<file path="src/ptpg_pkg.sv">
`default_nettype none

package ptpg_pkg;

    localparam int ROW_W        = 12;
    localparam int SIZE_W       = 12;
    localparam int DIM_W        = 13;
    localparam int COLOUR_W     = 24;
    localparam int CFG_IDX_W    = 3;
    localparam int MODE_W       = 3;
    localparam int SINE_ENTRIES = 1024;
    localparam int SINE_W       = 17;
    localparam int PIPE_DEPTH   = 47;
    localparam longint unsigned PI_HALF_Q30 = 64'd1686629713;

    typedef enum logic [MODE_W-1:0] {
        MODE_CHESS   = 3'd0,
        MODE_ZEBRA   = 3'd1,
        MODE_DIAMOND = 3'd2,
        MODE_SNAKE   = 3'd3,
        MODE_RINGS   = 3'd4,
        MODE_BRICKS  = 3'd5
    } mode_e;

    typedef enum logic [CFG_IDX_W-1:0] {
        REG_PATTERN_MODE = 3'd0,
        REG_SQUARE_SIZE  = 3'd1,
        REG_IMAGE_HEIGHT = 3'd2,
        REG_IMAGE_WIDTH  = 3'd3,
        REG_MAIN_COLOUR  = 3'd4,
        REG_BACK_COLOUR  = 3'd5
    } reg_idx_e;

    typedef struct packed {
        logic [MODE_W-1:0]   mode;
        logic [SIZE_W-1:0]   size;
        logic [DIM_W-1:0]    height;
        logic [DIM_W-1:0]    width;
        logic [COLOUR_W-1:0] main_colour;
        logic [COLOUR_W-1:0] back_colour;
    } cfg_t;

    typedef logic [SINE_W-1:0] sine_tab_t [0:SINE_ENTRIES];

    function automatic sine_tab_t sine_table_build();
        sine_tab_t       tab;
        longint unsigned x;
        longint unsigned term;
        longint unsigned v;
        longint          sum;
        int              k;
        int              n;
        for (k = 0; k <= SINE_ENTRIES; k++)
        begin
            x    = (PI_HALF_Q30 * 64'(k)) / SINE_ENTRIES;
            term = x;
            sum  = longint'(x);
            for (n = 1; n <= 12; n++)
            begin
                term = (term * x) >> 30;
                term = (term * x) >> 30;
                term = term / 64'((2 * n) * (2 * n + 1));
                if ((n % 2) == 1)
                begin
                    sum = sum - longint'(term);
                end
                else
                begin
                    sum = sum + longint'(term);
                end
            end
            if (sum < 0)
            begin
                sum = 0;
            end
            v = sum;
            v = (v + 64'd8192) >> 14;
            if (v > 64'd65536)
            begin
                v = 64'd65536;
            end
            tab[k] = v[SINE_W-1:0];
        end
        return tab;
    endfunction

    localparam sine_tab_t SINE_TABLE = sine_table_build();

endpackage

`default_nettype wire

</file>
<file path="src/ptpg_cfg_regs.sv">
`default_nettype none

module ptpg_cfg_regs
    import ptpg_pkg::*;
(
    input  wire logic                 clk,
    input  wire logic                 rst_n,
    input  wire logic                 wr_en,
    input  wire logic [CFG_IDX_W-1:0] wr_index,
    input  wire logic [COLOUR_W-1:0]  wr_data,
    output cfg_t                      cfg
);

    cfg_t cfg_reg;
    cfg_t cfg_next;

    always_comb
    begin
        cfg_next = cfg_reg;
        if (wr_en)
        begin
            unique case (wr_index)
                REG_PATTERN_MODE: cfg_next.mode        = wr_data[MODE_W-1:0];
                REG_SQUARE_SIZE:  cfg_next.size        = wr_data[SIZE_W-1:0];
                REG_IMAGE_HEIGHT: cfg_next.height      = wr_data[DIM_W-1:0];
                REG_IMAGE_WIDTH:  cfg_next.width       = wr_data[DIM_W-1:0];
                REG_MAIN_COLOUR:  cfg_next.main_colour = wr_data;
                REG_BACK_COLOUR:  cfg_next.back_colour = wr_data;
                default:          cfg_next = cfg_reg;
            endcase
        end
    end

    always_ff @(posedge clk or negedge rst_n)
    begin
        if (!rst_n)
        begin
            cfg_reg.mode        <= MODE_CHESS;
            cfg_reg.size        <= 12'd1;
            cfg_reg.height      <= 13'd100;
            cfg_reg.width       <= 13'd100;
            cfg_reg.main_colour <= 24'hFFFFFF;
            cfg_reg.back_colour <= 24'h000000;
        end
        else
        begin
            cfg_reg <= cfg_next;
        end
    end

    assign cfg = cfg_reg;

endmodule

`default_nettype wire

</file>
<file path="config.mk">
export PLATFORM = sky130hd
export DESIGN_NAME = ptpg_cfg_regs
export DESIGN_NICKNAME = d
export VERILOG_FILES = /design/src/ptpg_pkg.sv /design/src/ptpg_cfg_regs.sv
export SDC_FILE = /design/constraint.sdc
export NUM_CORES = 1
export LEC_CHECK = 0
export BUFFER_PORTS_ARGS = -buffer_cell sky130_fd_sc_hd__buf_2
export CORE_ASPECT_RATIO = 1.2
export CORE_MARGIN = 4
export CORE_UTILIZATION = 53
export CTS_CLUSTER_SIZE = 12
export DETAILED_ROUTE_END_ITERATION = 12
export GPL_TIMING_DRIVEN = 1
export PLACE_DENSITY = 0.9
export RECOVER_POWER = 25
export SLEW_MARGIN = 25
export SYNTH_ARGS = -nofsm -noshare
export SYNTH_HDL_FRONTEND = slang
export SYNTH_SLANG_ARGS = --single-unit
</file>
<file path="constraint.sdc">
create_clock -name clk -period 1.15 [get_ports clk]
set_input_delay 0.23 -clock clk [delete_from_list [all_inputs] [get_ports clk]]
set_output_delay 0.23 -clock clk [all_outputs]
set_load 0.02 [all_outputs]
</file>
---- Word-level counts from Yosys, hierarchy flattened ----
Cells that the tools add are included.
cells by class
  equal/unequal tests ..................... 5
  reductions and logical operators ........ 7
operators by type and width
  kind                                                                   number
  2-bit AND reduction                                                    6
  3-bit by 2-bit equality test with 1-bit output, second input constant  2
  3-bit equality test, second input constant                             2
  3-bit by 1-bit equality test with 1-bit output, second input constant  1
  3-bit logical NOT                                                      1
word-level totals
  register bits after elaboration ......... 89
  bits of input ports ..................... 30
  logic and storage cells ................. 18

---- Longest topological paths before layout ----
  depth in word-level cells ............... 2
  depth in mapped cells ................... 4
  depth with buffers taken out ............ 2

---- Worst setup path before layout ----
Ideal clock, no wire load.
  kind .................................... input to register
  from .................................... input wr_index[2]
  to ...................................... register cfg_reg, in the netlist cfg[64]
  setup time .............................. 125 ps
  data arrival time ....................... 1059 ps
  data required time ...................... 1025 ps
  path slack .............................. -34 ps
  stages .................................. 3
  path buffers ............................ 1
  cells stage by stage .................... and4bb_4 > buf_4 > mux2_2
on the way
  word-level cells in the longest chain between the ends .. 2
RTL lines
  item                                            line                 source
  from (decl)                                     ptpg_cfg_regs.sv:9   input wire logic [CFG_IDX_W-1:0] wr_index,
  3-bit by 2-bit equality test with 1-bit output  ptpg_cfg_regs.sv:22  unique case (wr_index)
  2-bit AND reduction (no line)                   --
  to (signal assigned)                            ptpg_cfg_regs.sv:47  cfg_reg <= cfg_next;
  to (decl)                                       ptpg_cfg_regs.sv:14  cfg_t cfg_reg;
No other way between the ends.
A chain may end at the register's enable or synchronous reset.

---- Worst setup path in the final report ----
  from .................................... register cfg_reg, in the netlist cfg[32]
  to ...................................... output cfg[32] (netlist name)
RTL lines
  item       line                 source
  to (decl)  ptpg_cfg_regs.sv:11  output cfg_t cfg
No word-level cell between the ends.

==> impl_metrics.json <==
{
  "synth_nets": 222,
  "syn_inst": 192,
  "leakagePower_nw": 2.33,
  "syn2layout_area_growth_pct": 42.9,
  "highest_layer": "met4",
  "worstMarginPinSlew_ns": 0.473,
  "drv_slew": 0,
  "via_per_inst": 5.11,
  "route.met2.wl_mm": 4.52,
  "swShare_pct": 30.8,
  "power_frac_seq_pct": 44.1,
  "yosysWarnings": 0,
  "path_max_fanout": 2,
  "ys_seq_area_share_pct": 64.7,
  "vdd_drop_max_mv": 1.43,
  "num_io_pins": 119,
  "final.period_utilization_pct": 110,
  "grt_max_degree": 38,
  "drive_gt1_share_pct": 81.9,
  "dp_cells": 396,
  "die-height_um": 97.1,
  "switchingPower_mw": 3.14,
  "ant_nets": 0,
  "cp_slowest_stage_delay_ns": 0.57,
  "cts.htree.levels": 3,
  "fmax_ghz": 0.791,
  "setup_ws_ns": -0.114,
  "antenna_found_initial": 0,
  "cts-buffers-inserted": 9,
  "cp-end-kind": "primary output",
  "maxCapViolCount": 0,
  "cp_data_required_time_ns": 0.92,
  "fin_worst_skew_ns": 0,
  "syn_area_um2": 3500,
  "finalSetupViolations": 31,
  "status": "finished with violations",
  "grt-ovfl-total": 0,
  "dr.pass1.iters": 4,
  "crit_buf_inv": 1,
  "rsz0062_at_grt": "yes",
  "clockPowerShare_pct": 21.5,
  "final_hold_viol_count": 0,
  "cts_tree": "built",
  "n_antenna_cell": 0,
  "grt_pass1_wl_mm": 12.5,
  "first_iter_violations": 79,
  "clkSinkCount": 89,
  "fin_nets": 368,
  "crit_arrival_ns": 1.03,
  "p_int_mw": 7.05,
  "min_period_ns": 1.26,
  "grtUsageTotal_pct": 21.0,
  "routed-via-count": 2185,
  "violations": "setup timing",
  "clock_latency_ns": 0.33,
  "dpl-instance-area_um2": 4270,
  "avgSynthCellArea_um2": 18.3,
  "synth_cell_types": 14,
  "fillerInstances": 359,
  "routedWlPerCell_um": 19.0,
  "crit_path_cell_trace": "buf_6",
  "path_class": "reg -> out",
  "fp.coreArea_um2": 6450,
  "worst_hold_path_type": "in -> reg",
  "rows": 32,
  "start_kind": "flip-flop",
  "hpwl_mm": 5.39,
  "grt_pass1_vias": 2441,
  "cp_top_family": "flip-flops",
  "start_util_pct": 54.4,
  "wl_met3_um": 381,
  "final_area_um2": 5010,
  "wl_mm": 8.12,
  "largest_reg_flops": 89,
  "whs_ns": 0.125,
  "path_clk_slew_ns": 0.08,
  "slew-limit-headroom_pct": 68.5,
  "p_comb_share_pct": 34.4,
  "place_congestion": 0.719,
  "power_density_nw_per_um2": 2030,
  "portBuffers": 118,
  "total_power_mw": 10.2,
  "dieArea_um2": 7980,
  "slowest_stage": "dfstp_2",
  "fp.dieW_um": 82.2,
  "cts_root_buf": "clkbuf_8",
  "ys_ff_latch": 89,
  "cts_buffer_depth": 2,
  "drcViolationCount": 0,
  "instances_no_fill": 428,
  "met1Wirelength_mm": 3.07
}
## routing by layer
layer | vias up | global-route usage (%)
li1 | 975 | -
met1 | 1134 | 26.0
met2 | 66 | 34.8
met3 | 10 | 4.08
met4 | 0 | 9.59
met5 | - | 0
## path summary, 6_finish.rpt
kind / from / to / slack (ns) / depth (start not counted)
worst max-delay path: cfg[32]$_DFFE_PN1P_ / cfg[32] / -0.11 / 1
worst min-delay path: wr_data[20] / cfg[44]$_DFFE_PN1P_ / 0.13 / 2
worst max register to register: cfg[82]$_DFFE_PN0P_ / cfg[82]$_DFFE_PN0P_ / 0.10 / 3
worst min register to register: cfg[22]$_DFFE_PN0P_ / cfg[22]$_DFFE_PN0P_ / 0.50 / 1
max in group asynchronous: rst_n / cfg[46]$_DFFE_PN1P_ / 0.07 / 3
min in group asynchronous: rst_n / cfg[4]$_DFFE_PN0P_ / 0.39 / 2
## layout by cell type, fill, tap and decap left out
cell,count
buf_6,71
mux2_2,69
dfrtp_1,58
buf_2,45
dfstp_2,31
mux2_4,20
buf_4,18
clkbuf_8,11
buf_12,3
and4bb_2,2
clkbuf_1,2
clkbuf_2,2
buf_8,2
and4bb_4,1
nand4b_1,1
nand4b_2,1
nor4b_2,1
clkinvlp_4,1
clkinv_2,1
clkinv_4,1
bufinv_16,1
dlygate4sd3_1,1
## logic make-up after synthesis
family / share of synthesized area, %
mux: 30.7
buf+inv: 2.32
flops: 64.7
simple gates: 2.28
## metrics by stage
step                      worst slack (ns)  utilization, %  setup TNS, ns
after floorplan                   -0.00585               -        -0.0410
after global placement              -0.196            66.2         -10.98
after detailed placement            -0.275            66.2         -12.66
after CTS                           -0.124            73.5          -3.14
after global routing                -0.139            77.7          -4.60
final                               -0.114            77.7          -2.56
## layout make-up
class / count / area [um2] / share of cell area [%]
sequential: 89 / 2270 / 45.2
timing repair buffer: 143 / 1270 / 25.4
clock inverter: 4 / 51.3 / 1.02
multi-input combinational: 95 / 1160 / 23.1
tap: 85 / 106 / 2.12
clock buffer: 12 / 155 / 3.10
## cells in the mapped netlist
cell type	n	area share, %
buf_12	2	1.1
buf_4	2	0.43
nand4b_2	1	0.43
mux2_2	69	22
buf_6	1	0.32
dfrtp_1	58	41
nand4b_1	1	0.25
and4bb_4	1	0.46
and4bb_2	1	0.36
buf_2	3	0.43
nor4b_2	1	0.43
and4bb_1	1	0.36
mux2_4	20	8.6
dfstp_2	31	23
## power groups by stage
| stage | Clock (mW) | Sequential [mW] | Combinational [mW] |
|---|---|---|---|
| global route | 2.38 | 4.57 | 3.70 |
| finish | 2.19 | 4.50 | 3.50 |
| floorplan | 0 | 5.27 | 0.758 |
| global placement | 0 | 4.38 | 2.62 |
| detailed placement | 0 | 4.41 | 2.70 |
| CTS | 2.22 | 4.41 | 3.08 |
## repair_timing
item	CTS	global route
gates resized for setup	62	80
pin swaps	0	0
buffers inserted	8	7
gates cloned	0	0
endpoints found under the hold margin	14	0
setup endpoints to repair	32	73
hold buffers	1	0
(Power assumes the default switching activity.)
